## config.mk

```make
export PLATFORM = sky130hd
export DESIGN_NAME = tilt_sensor_frame_parser_unit
export DESIGN_NICKNAME = d
export VERILOG_FILES = /design/src/design/tsfp_pkg.sv /design/src/design/tilt_sensor_frame_parser_unit.sv
export SDC_FILE = /design/constraint.sdc
export NUM_CORES = 1
export LEC_CHECK = 0
export BUFFER_PORTS_ARGS = -buffer_cell sky130_fd_sc_hd__buf_2
export CAP_MARGIN = 5
export CORE_MARGIN = 3
export CORE_UTILIZATION = 30
export CTS_BUF_LIST = sky130_fd_sc_hd__clkbuf_4
export DETAILED_ROUTE_END_ITERATION = 7
export SKIP_LAST_GASP = 1
export SLEW_MARGIN = 10
export SYNTH_ARGS = -nofsm -noshare
export SYNTH_HDL_FRONTEND = slang
export SYNTH_SLANG_ARGS = --single-unit
```

## constraint.sdc

```tcl
create_clock -name clk -period 11.1 [get_ports clk]
set_clock_uncertainty 0.15 [all_clocks]
set_input_delay 1.11 -clock clk [delete_from_list [all_inputs] [get_ports clk]]
set_output_delay 1.11 -clock clk [all_outputs]
set_load 0.005 [all_outputs]
```

## src/design/tsfp_pkg.sv

```systemverilog
// types, constants and decode helpers for the tilt sensor frame parser
package tsfp_pkg;

  // frame layout
  localparam logic [3:0] IDLE_INDEX  = 4'd14;
  localparam logic [3:0] CHECK_INDEX = 4'd13;
  localparam logic [3:0] FIELD_FIRST = 4'd4;
  localparam logic [3:0] HDR_IDX_LEN = 4'd1;
  localparam logic [3:0] HDR_IDX_2   = 4'd2;
  localparam logic [3:0] HDR_IDX_3   = 4'd3;
  localparam int         FIELD_DEPTH = 9;

  // header contents
  localparam logic [7:0] HDR_BYTE0   = 8'h68;
  localparam logic [7:0] HDR_LEN_SUM = 8'h0D;
  localparam logic [7:0] HDR_BYTE2   = 8'h00;
  localparam logic [7:0] HDR_BYTE3   = 8'h84;
  localparam int         SIGN_BIT    = 4;

  // incoming word: one frame byte
  typedef struct packed {
    logic [7:0] rx_byte;
    logic       frame_start;
  } byte_word_t;

  // outgoing word: one decoded frame
  typedef struct packed {
    logic               frame_ok;
    logic signed [15:0] x_hundredths;
    logic signed [15:0] y_hundredths;
    logic signed [15:0] temp_hundredths;
  } result_word_t;

  // two bcd nibbles, digits above nine used as they stand
  function automatic logic [7:0] bcd_value(input logic [7:0] b);
    logic [7:0] tens;
    tens = {4'd0, b[7:4]} * 8'd10;
    return tens + {4'd0, b[3:0]};
  endfunction

  // sign flag, whole part and hundredths into a signed value
  function automatic logic signed [15:0] decode_group(input logic [7:0] b0,
                                                      input logic [7:0] b1,
                                                      input logic [7:0] b2);
    logic [14:0] whole;
    logic [14:0] mag;
    whole = {7'd0, bcd_value(b1)} * 15'd100;
    mag   = whole + {7'd0, bcd_value(b2)};
    return b0[SIGN_BIT] ? -$signed({1'b0, mag}) : $signed({1'b0, mag});
  endfunction

endpackage

```

## src/design/tilt_sensor_frame_parser_unit.sv

```systemverilog
// tilt sensor frame parser: byte register, frame state and result register
//
//   channel  | direction | word type      | handshake
//   byte     | in        | byte_word_t    | byte_valid / byte_stall
//   result   | out       | result_word_t  | result_valid / result_stall
//
// One byte is taken every cycle unless byte_stall holds it; each byte sits in
// the byte register while the frame state (count, checksum, header flag, field
// bytes) updates. As the checksum byte leaves the byte register, it loads the result register.
// rst clears the byte count, checksum, header flag, held values and both valids.
// A stalled result holds only a checksum byte in the byte register; other bytes
// keep flowing, so byte_stall rises only behind a waiting result word.
module tilt_sensor_frame_parser_unit
  import tsfp_pkg::*;
(
  input  logic         clk,
  input  logic         rst,
  input  logic         byte_valid,
  output logic         byte_stall,
  input  byte_word_t   byte_word,
  output logic         result_valid,
  input  logic         result_stall,
  output result_word_t result_word
);

  // byte register
  logic       s1_valid;
  byte_word_t s1_word;

  // frame state
  logic [3:0]         byte_index;
  logic [3:0]         byte_index_next;
  logic [7:0]         running_sum;
  logic [7:0]         running_sum_next;
  logic               header_bad;
  logic               header_bad_next;
  logic [7:0]         field_bytes [FIELD_DEPTH];
  logic signed [15:0] last_x;
  logic signed [15:0] last_y;
  logic signed [15:0] last_temp;

  logic [3:0]   idx;
  logic         s1_result;
  logic         s1_fire;
  logic         field_write;
  logic [3:0]   field_addr;
  logic [7:0]   sum_byte;
  result_word_t result_next;

  // position of the held byte
  assign idx = s1_word.frame_start ? 4'd0 : byte_index;
  assign s1_result = s1_valid && (idx == CHECK_INDEX);
  assign s1_fire = s1_valid && (!s1_result || !result_valid || !result_stall);
  assign byte_stall = s1_valid && !s1_fire;
  assign field_write = s1_fire && (idx >= FIELD_FIRST) && (idx <= 4'd12);
  assign field_addr = idx - FIELD_FIRST;
  assign sum_byte = (idx == HDR_IDX_LEN) ? HDR_LEN_SUM : s1_word.rx_byte;

  // frame state next values
  always_comb begin
    byte_index_next  = byte_index;
    running_sum_next = running_sum;
    header_bad_next  = header_bad;
    priority if (idx >= IDLE_INDEX) begin
      byte_index_next = byte_index;
    end else if (idx == 4'd0) begin
      running_sum_next = 8'd0;
      header_bad_next  = (s1_word.rx_byte != HDR_BYTE0);
      byte_index_next  = 4'd1;
    end else if (idx < CHECK_INDEX) begin
      running_sum_next = running_sum + sum_byte;
      if ((idx == HDR_IDX_2 && s1_word.rx_byte != HDR_BYTE2) ||
          (idx == HDR_IDX_3 && s1_word.rx_byte != HDR_BYTE3)) begin
        header_bad_next = 1'b1;
      end
      byte_index_next = idx + 4'd1;
    end else begin
      byte_index_next = IDLE_INDEX;
    end
  end

  // result word for the checksum byte
  always_comb begin
    result_next.frame_ok = !header_bad && (running_sum == s1_word.rx_byte);
    if (result_next.frame_ok) begin
      result_next.x_hundredths    = decode_group(field_bytes[0], field_bytes[1],
                                                 field_bytes[2]);
      result_next.y_hundredths    = decode_group(field_bytes[3], field_bytes[4],
                                                 field_bytes[5]);
      result_next.temp_hundredths = decode_group(field_bytes[6], field_bytes[7],
                                                 field_bytes[8]);
    end else begin
      result_next.x_hundredths    = last_x;
      result_next.y_hundredths    = last_y;
      result_next.temp_hundredths = last_temp;
    end
  end

  // byte register
  always_ff @(posedge clk) begin
    if (rst) begin
      s1_valid <= 1'b0;
    end else if (!byte_stall) begin
      s1_valid <= byte_valid;
    end
    if (!byte_stall && byte_valid) begin
      s1_word <= byte_word;
    end
  end

  // frame state
  always_ff @(posedge clk) begin
    if (rst) begin
      byte_index  <= 4'd0;
      running_sum <= 8'd0;
      header_bad  <= 1'b0;
    end else if (s1_fire) begin
      byte_index  <= byte_index_next;
      running_sum <= running_sum_next;
      header_bad  <= header_bad_next;
    end
  end

  // field bytes of the current frame
  always_ff @(posedge clk) begin
    if (field_write) begin
      field_bytes[field_addr] <= s1_word.rx_byte;
    end
  end

  // held values and result register
  always_ff @(posedge clk) begin
    if (rst) begin
      last_x       <= '0;
      last_y       <= '0;
      last_temp    <= '0;
      result_valid <= 1'b0;
    end else begin
      if (s1_fire && s1_result) begin
        last_x       <= result_next.x_hundredths;
        last_y       <= result_next.y_hundredths;
        last_temp    <= result_next.temp_hundredths;
        result_valid <= 1'b1;
      end else if (!result_stall) begin
        result_valid <= 1'b0;
      end
    end
    if (s1_fire && s1_result) begin
      result_word <= result_next;
    end
  end

  // a stall only ever comes from a checksum byte behind a waiting result
  assert property (@(posedge clk) disable iff (rst)
    byte_stall |-> (s1_result && result_valid && result_stall))
    else $error("byte stall without a waiting result");

  // a frame ends idle once its checksum byte has gone through
  assert property (@(posedge clk) disable iff (rst)
    (s1_fire && s1_result) |=> (byte_index == IDLE_INDEX))
    else $error("frame not closed after checksum byte");

  // the shown values are always the held values
  assert property (@(posedge clk) disable iff (rst)
    result_valid |-> (result_word.x_hundredths == last_x &&
                      result_word.y_hundredths == last_y &&
                      result_word.temp_hundredths == last_temp))
    else $error("result values differ from held values");

  // byte count never passes the idle mark
  assert property (@(posedge clk) disable iff (rst)
    byte_index <= IDLE_INDEX)
    else $error("byte count out of range");

endmodule

```

# == After elaboration in Yosys (flattened, before gate mapping) ==
# Memory sizes are Yosys's and may differ from the RTL's.
# Index checks and enable logic that the tools add are counted.
# W data, S select, Z words.
# classes
reduce_logical,26
n_lt_le_gt_ge,4
mux,17
mul,9
addsub,15
bitwise_logic,1
n_eq_ne,8
# op_table
op,n
$add A8 B4 Y8,6
$mux W16,3
$mux W48,1
$neg A15 Y16,3
$add A15 B8 Y15,3
$mul A4 B3 Y7 const B,6
$mul A8 B5 Y13 const B,3
$mux W8,3
$mux W4,3
$logic_and A1 B1 Y1,10
$add A8 B8 Y8,1
$eq A4 B2 Y1 const B,2
$eq A8 B8 Y1,1
$ne A8 B7 Y1 const B,1
$ne A8 B8 Y1 const B,1
$reduce_bool A8 Y1,1
$mux W1,7
$logic_not A1 Y1,6
$add A4 B1 Y4 const B,1
$eq A4 B1 Y1 const B,1
$eq A4 B4 Y1 const B,1
$ge A4 B3 Y1 const B,1
$ge A4 B4 Y1 const B,1
$le A4 B4 Y1 const B,1
other kinds (10),13
# word_totals
inputBits,13
ff_bits,121
output_inout_bits,51
ramBits,72
wordCells,95
memories,1
# mem_list
memory,words,width,rd,rd_clocked_by_memory_dff,wr,line,text
field_bytes,9,8,9,0,1,tilt_sensor_frame_parser_unit.sv:37,logic [7:0] field_bytes [FIELD_DEPTH];

# == Longest topological paths before layout ==
# Gate-level depths: netlist of the first run.
# depth
ltp_word,11
depth_mapped,21
depth_no_buf,21

# == Worst setup path before layout of the first run ==
# No wires, ideal clock.
# synth_path
kind,register to register
from,mem field_bytes[7][5]
to,"reg result_word[14] (netlist bit), data pin"
arrival_ps,4935
setup_time_ps,263
n_path_buf,0
required_ps,10687
stages_incl_launch_ff,22
period_less_slack_ps,5347
setup_slack_ps,5753
path_cell_list,edfxtp_1 > ha_1 > ha_1 > fa_1 > nand2_1 > o21a_1 > o21ai_0 > and2_1 > inv_1 > ha_1 > inv_1 > ha_1 > ha_1 > ha_1 > nor3_1 > o21a_1 > a211oi_2 > nand4_1 > or3_1 > a2111oi_4 > or4_1 > nand3_1
# synth_rtl
item,line,text
start: declaration,tilt_sensor_frame_parser_unit.sv:37,
end signal: assignment,tilt_sensor_frame_parser_unit.sv:149,result_word <= result_next;
end: declaration,tilt_sensor_frame_parser_unit.sv:23,output result_word_t result_word

==> run metrics, run 1 <==
Seq. cell area 4530 um^2; Post-Syn Nets 1,502; vias in the first global route 9,270; largest family of logic cells by synthesized area adder cells; Multi-input gate area 7770 um^2; Remaining Overflow, GRT 0; Worst-Skew Late Latency 610 ps; maxcap violations 0; Synth Register Bits 172; worst stage delay on the critical path 520 ps; Worst Tran Pin Value 1030 ps; CTS Root Cell clkbuf_4; Clock transition at path regs 140 ps; Lkg Pwr 5.75 nW; vias per cell 5.05; XOR/XNOR Fraction of Synth Area 8.64%; Initial Util 30.7%; Max Root-Sink Buffers 2; Final Cycle Share 51.9%; Synth Area in Compound Gates 16.4%; Tot GR Track Use 13.0%; Final Slew Violations 0; Row Count 74; WP data arrival 5960 ps; Final GP Congestion 0.823; CORE AREA 41,200 um^2; unrepaired setup endpoints after global routing false; DRT iter0 DRCs 584; layout cell share with drive strength beyond 1 10.2%; cts hold-fix bufs 0; cts repair resizes 0; Final setup viols 0; Sum Neg Setup Slack 0 ps; crit-path cells ha_1 -> ha_1 -> fa_1 -> nand2_1 -> o21a_1 -> o21ai_0 -> and2_1 -> inv_1 -> ha_1 -> inv_1 -> ha_1 -> ha_1 -> ha_1 -> nor3_1 -> o21a_1 -> a211oi_2 -> nand4_1 -> or3_1 -> a2111oi_4 -> or4_1 -> nand3_1; Design Power 0.00109 W; DRC viols 0; Slowest cell on crit path fa_1; Core Util, Final 33.5%; final instance area 13,800 um^2; Yosys top cell area share 25.9%; maximum VDD drop 0.0000742 V; number of antenna-violating nets in the routed design 0; worst flop-to-flop path startpoint field_bytes[7][7]; via count 9,642; routed len/inst 15.1 um; Setup crit end kind flop; dpl cell area 13,500 um^2; initial antenna violation count 1; asr flop ratio synth 0%; post-synthesis mux area share 0.910%; Area Overhead vs Synth 9.29%; Pwr Density 78.9 nW/um^2; die height 211 um; startpoint types flop; pin count of the biggest net entering global routing 83; Worst EP required 11,300 ps; Synth Flop Type edfxtp_1; final hold vios 0; crit path max fanout 5; CP Class flop to flop; HPWL after detailed placement 21,500 um; fin crit period 5770 ps; CTS tree built; die width 211 um; Filler Cell Count 4,155; total wire length 28,800 um; Worst Setup SP field_bytes[7][7]; Yosys top cell by area edfxtp_1; Post-CTS Setup Inserts 0; Min-Delay Path Class flop to flop; Final nets 1,555; Max Freq 173 MHz; CTS Buf Count 17; Worst slew margin 31.6%; adder-cell area share of the yosys netlist 19.1%; status finished, final reports clean; Post-synth EDFFs 109; synthesized area per cell 9.66 um^2; first-pass GRT wire length 47,400 um; I/O pin cnt 64; CP most frequent cell ha_1; CTS H-tree lvls 4; synth top area cells edfxtp_1 (26%), ha_1 (16%), dfxtp_1 (10%); Distinct cells, synth 85; I/O Buffers 63; Die ar. 44,600 um^2; Hold Startpoint last_temp[10]; Post-Syn Instances 1,309; synthesis warning total 0; router iterations before antenna repair 5; Sinks on Clock Net 172; post-synthesis sequential area ratio 35.9%; Hold WS 313 ps; Syn Std Cell Area 12,600 um^2; Post-Synth Simple-Gate Area 16.4%
-- worst paths after layout --
kind	endpoint	slack, ps	cells after the start
max reg2reg	result_word[14]	5330	21
min reg2reg	last_temp[10]	310	2
max	result_word[14]	5330	21
min	last_temp[10]	310	2
-- layout by cell type (no fill, tap or decap), types with 4 or more instances in the layout --
| cell | n |
|---|---|
| inv_1 | 54 |
| a21o_1 | 23 |
| nand4_1 | 11 |
| o211ai_1 | 9 |
| o41ai_1 | 4 |
| clkinv_1 | 4 |
| buf_4 | 6 |
| or3_1 | 18 |
| a211oi_1 | 14 |
| nor3_1 | 28 |
| a31oi_1 | 6 |
| nor2b_1 | 11 |
| xnor2_1 | 56 |
| dfxtp_1 | 63 |
| nor2_1 | 76 |
| mux2i_1 | 7 |
| xor2_1 | 65 |
| ha_1 | 158 |
| nand2_1 | 150 |
| a21oi_1 | 90 |
| o21a_1 | 18 |
| nand2b_1 | 9 |
| nand4b_1 | 4 |
| and3_1 | 8 |
| o31ai_1 | 10 |
| edfxtp_1 | 109 |
| a31o_2 | 5 |
| buf_2 | 63 |
| o21ai_1 | 7 |
| nand3_1 | 32 |
| a311oi_1 | 4 |
| and2_1 | 16 |
| nor4_1 | 13 |
| fa_1 | 22 |
| nand3b_1 | 7 |
| o21bai_1 | 9 |
| clkbuf_4 | 17 |
| o21ai_0 | 79 |
-- cells in the mapped netlist (all sizes together) (5+ instances only) --
library cell,instances
nor4,17
a211oi,18
xnor2,58
nand2b,9
a31oi,7
o31ai,11
a31o,5
edfxtp,109
nand3,34
o21a,18
xor2,65
dfxtp,63
nor2b,11
clkbuf,30
ha,158
nor2,76
nor3,29
mux2i,7
o311ai,6
or3,19
buf,5
nand3b,7
nand4,11
fa,22
nand2,150
o21ai,86
and3,9
inv,54
a21oi,91
and2,22
o21bai,9
a21o,24
o211ai,9
-- cell type report --
| type | instances | share of cell area [%] |
|---|---|---|
| Antenna cell | 1 | 0.0181 |
| Clock buffer | 17 | 0.923 |
| Clock inverter | 15 | 1.07 |
| Inverter | 55 | 1.50 |
| Multi-Input combinational cell | 1047 | 56.3 |
| Sequential cell | 172 | 32.8 |
| Tap cell | 532 | 4.82 |
| Timing Repair Buffer | 69 | 2.61 |
-- sequential cells by signal (all words and copies together) (netlist names) --
signal / count
byte_index: 4
field_bytes: 51
header_bad: 1
last_temp: 16
last_x: 16
last_y: 16
result_valid: 1
result_word: 49
running_sum: 8
s1_valid: 1
s1_word: 9
-- kinds of logic after synthesis --
kind of cell             Yosys count
AO/OA/AOI/OAI                    318
XOR/XNOR                         123
adder cells (fa/ha/maj)          180
buffers and inverters             90
flip-flops                       172
multiplexers                      11
AND/OR/NAND/NOR                  415
-- routing by layer --
metal,vias to the layer above,track usage [%],wire (um)
met2,180,20.4,12500
met4,0,2.45,367
li1,4907,-,-
met3,23,2.33,1140
met5,-,0,0
met1,4532,18.9,14800
-- through the flow --
stage | cells | setup slack [ps]
final | 1908 | 5330
after global routing | 1908 | 4900
after CTS | 1907 | 5310
after detailed placement | 1875 | 5390
after global placement | 1875 | 5470
after floorplan | 1309 | 5750
-- power by group --
group	total, W	switching (W)	internal (W)
registers	0.000696	0.0000139	0.000682
clock network	0.000363	0.000229	0.000133
logic	0.0000321	0.0000197	0.0000124
total	0.00109	0.000263	0.000828
-- worst max-delay path: cells and delay by family (launching register included) --
kind                       cells  cell delay, ps
AOI/OAI and AO/OA              5            1270
adders and majority gates      7            2260
buffers and inverters          2              90
DFF                            1             490
and+or+nand+nor                7            1250
No activity file was read; power rests on OpenSTA's default activity.
==> inputs of run 2 (changes only) <==
--- a/config.mk
+++ b/config.mk
@@ -5,6 +5,7 @@
 export SDC_FILE = /design/constraint.sdc
 export NUM_CORES = 1
 export LEC_CHECK = 0
+export ABC_AREA = 1
 export BUFFER_PORTS_ARGS = -buffer_cell sky130_fd_sc_hd__buf_2
 export CAP_MARGIN = 5
 export CORE_MARGIN = 3
==> constraint.sdc (replaced) <==
create_clock -name clk -period 5 [get_ports clk]
set_clock_uncertainty 0.15 [all_clocks]
set_input_delay 0.5 -clock clk [delete_from_list [all_inputs] [get_ports clk]]
set_output_delay 0.5 -clock clk [all_outputs]
set_load 0.005 [all_outputs]
==> run 2 against run 1 <==
First-iteration DRC count is 16% higher. Clock-buffer cell count stayed put. Sequential share of layout area fell by 3.9 points. Total power rose by 130%. Critical path depth grew 2. Critical endpoint is now result_word[29]. Highest routed layer unchanged.
==> run metrics, run 2 <==
initial antenna violation count 0; Setup crit end kind flop; post-synthesis sequential area ratio 33.5%; Filler Cell Count 4,611; pin count of the biggest net entering global routing 81; top flop regs field_bytes: 51 flops, result_word: 49 flops; Max Freq 209 MHz; DRT iter0 DRCs 675; routed len/inst 12.6 um; max FFs per register 51; synthesized area per cell 7.62 um^2; Slowest cell on crit path fa_2; I/O Buffers 63; delay-heaviest family, CP adder cells; via count 11,219; worst stage delay on the critical path 570 ps; startpoint types flop; synth top area cells edfxtp_1 (24%), ha_1 (15%), nand2_1 (12%); DRC viols 0; Remaining Overflow, GRT 0; Lkg Pwr 7.32 nW; Distinct cells, synth 48; Post-synth EDFFs 109; Final Slew Violations 0; final hold vios 0; CP Class flop to flop; final instance area 15,700 um^2; CTS tree built; Area Overhead vs Synth 15.9%; top-count cell post-synth nand2_1; Synth top cells by count nand2_1 (449), inv_1 (240), nor2_1 (185); vias per cell 4.53; most common cell after layout, fill and taps aside nand2_1; Sum Neg Setup Slack 0 ps; Worst Tran Pin Value 1200 ps; Clock transition at path regs 160 ps; vias in the first global route 10,413; Yosys top cell by area edfxtp_1; WP data arrival 5020 ps; Worst slew margin 19.3%; fin crit period 4780 ps; Max Root-Sink Buffers 2; maxcap violations 0; Post-Syn Nets 1,966; Post-Syn Instances 1,773; Synth Flop Type edfxtp_1; worst setup slack after placement -25.0 ps; router iterations before antenna repair 5; asr flop ratio synth 0%; Sinks on Clock Net 172; synthesis warning total 0; CTS Buf Count 17; Die ar. 47,600 um^2; Synth Register Bits 172; Final GP Congestion 0.866; I/O pin cnt 64; maximum VDD drop 0.000147 V; die width 218 um; CORE AREA 44,300 um^2; first-pass GRT wire length 51,100 um; Tot GR Track Use 13.1%; Final setup viols 0; Buf/Inv on CP 2; layout cell share with drive strength beyond 1 16.7%; Syn Std Cell Area 13,500 um^2; Row Count 77; most frequent cells in the layout nand2_1 (434), inv_1 (234), nor2_1 (178), nand3_1 (139), ha_1 (130); status finished, final reports clean; Min-Delay Path Class input pin to flop; Core Util, Final 35.3%; dpl cell area 14,500 um^2; Worst-Skew Late Latency 650 ps; HPWL after detailed placement 23,600 um; Pwr Density 160 nW/um^2; total wire length 31,300 um; Final nets 2,061; largest reg by FF count field_bytes; Final Cycle Share 95.5%; unrepaired setup endpoints after global routing true; crit path max fanout 7; number of antenna-violating nets in the routed design 0; CP most frequent cell nand2_1; Worst EP required 5250 ps; crit-path cells ha_1 -> ha_1 -> fa_2 -> xor2_2 -> inv_1 -> ha_1 -> fa_1 -> ha_4 -> nand2_1 -> nor2_1 -> nand2_1 -> nand3_2 -> inv_1 -> nor2_1 -> nand3_1 -> nand2_1 -> nand2_1 -> nor2_1 -> nand2_2 -> nand2_1 -> nand2_1 -> nand3_2 -> nand2_1; Yosys top cell area share 24.2%; die height 218 um; Initial Util 30.5%; CTS Root Cell clkbuf_4; CTS H-tree lvls 4; setup ws final 224 ps
## run 2: cells by family after synthesis
logic type	after synthesis	synth area share (%)
DFF	172	33.5
xor gates and xnor gates	63	4.08
buffers and inverters	281	8.07
adders and majority gates	180	17.9
and+or+nand+nor	897	29.1
AOI/OAI and AO/OA	180	7.34
## run 2: where the power goes
| part | internal, W | switching (W) | leakage, nW |
|---|---|---|---|
| Sequential | 0.00151 | 0.0000244 | 1.41 |
| Combinational | 0.0000252 | 0.0000415 | 5.74 |
| Clock | 0.000324 | 0.000585 | 0.167 |
## run 2: worst paths after layout
check                           depth (start not counted)              end         startpoint  slack, ps
worst max-delay path                                   23  result_word[29]  field_bytes[4][5]        220
worst min-delay path                                    4       last_y[11]                rst        220
worst max register to register                         23  result_word[29]  field_bytes[4][5]        220
worst min register to register                          2    byte_index[2]      byte_index[2]        330
## run 2: worst register-to-register path: cells and delay by family (launching register included)
family	cells	cell delay [ps]
xor gates and xnor gates	1	190
adders and majority gates	6	2330
buffers and inverters	2	170
DFF	1	460
and+or+nand+nor	14	1240
## run 2: layout make-up
type	instances	area, um^2	share of cell area, %
repair buffers	107	673	4.30
clock inverters	15	201	1.29
clock buffers	17	128	0.815
flip-flops and latches	172	4530	28.9
diodes	1	2.50	0.0160
well taps	592	741	4.73
multi-input cells	1320	8440	53.9
inverters	250	942	6.01
## run 2: timing repair
action	CTS	global route
gates resized for setup	3	94
setup buffers	0	25
hold buffers	11	0
endpoints found under the hold margin	11	0
setup endpoints to repair	7	37
pin swaps	0	20
## run 2: through the flow
| step | cells | power [W] | hold WS (ps) |
|---|---|---|---|
| 3_5_place_dp | 2405 | 0.00163 | 309 |
| 3_3_place_gp | 2405 | 0.00163 | 308 |
| 4_1_cts | 2448 | 0.00255 | 176 |
| 5_1_grt | 2473 | 0.00260 | 244 |
| 6_report | 2474 | 0.00251 | 222 |
| 2_1_floorplan | 1773 | 0.00160 | 295 |
## run 2: routing by layer
| layer | track usage, % | wire, um | vias up |
|---|---|---|---|
| met1 | 19.4 | 16600 | 5099 |
| met5 | 0 | 0 | - |
| li1 | - | - | 5940 |
| met4 | 3.13 | 349 | 0 |
| met2 | 19.8 | 13300 | 154 |
| met3 | 2.13 | 1020 | 26 |
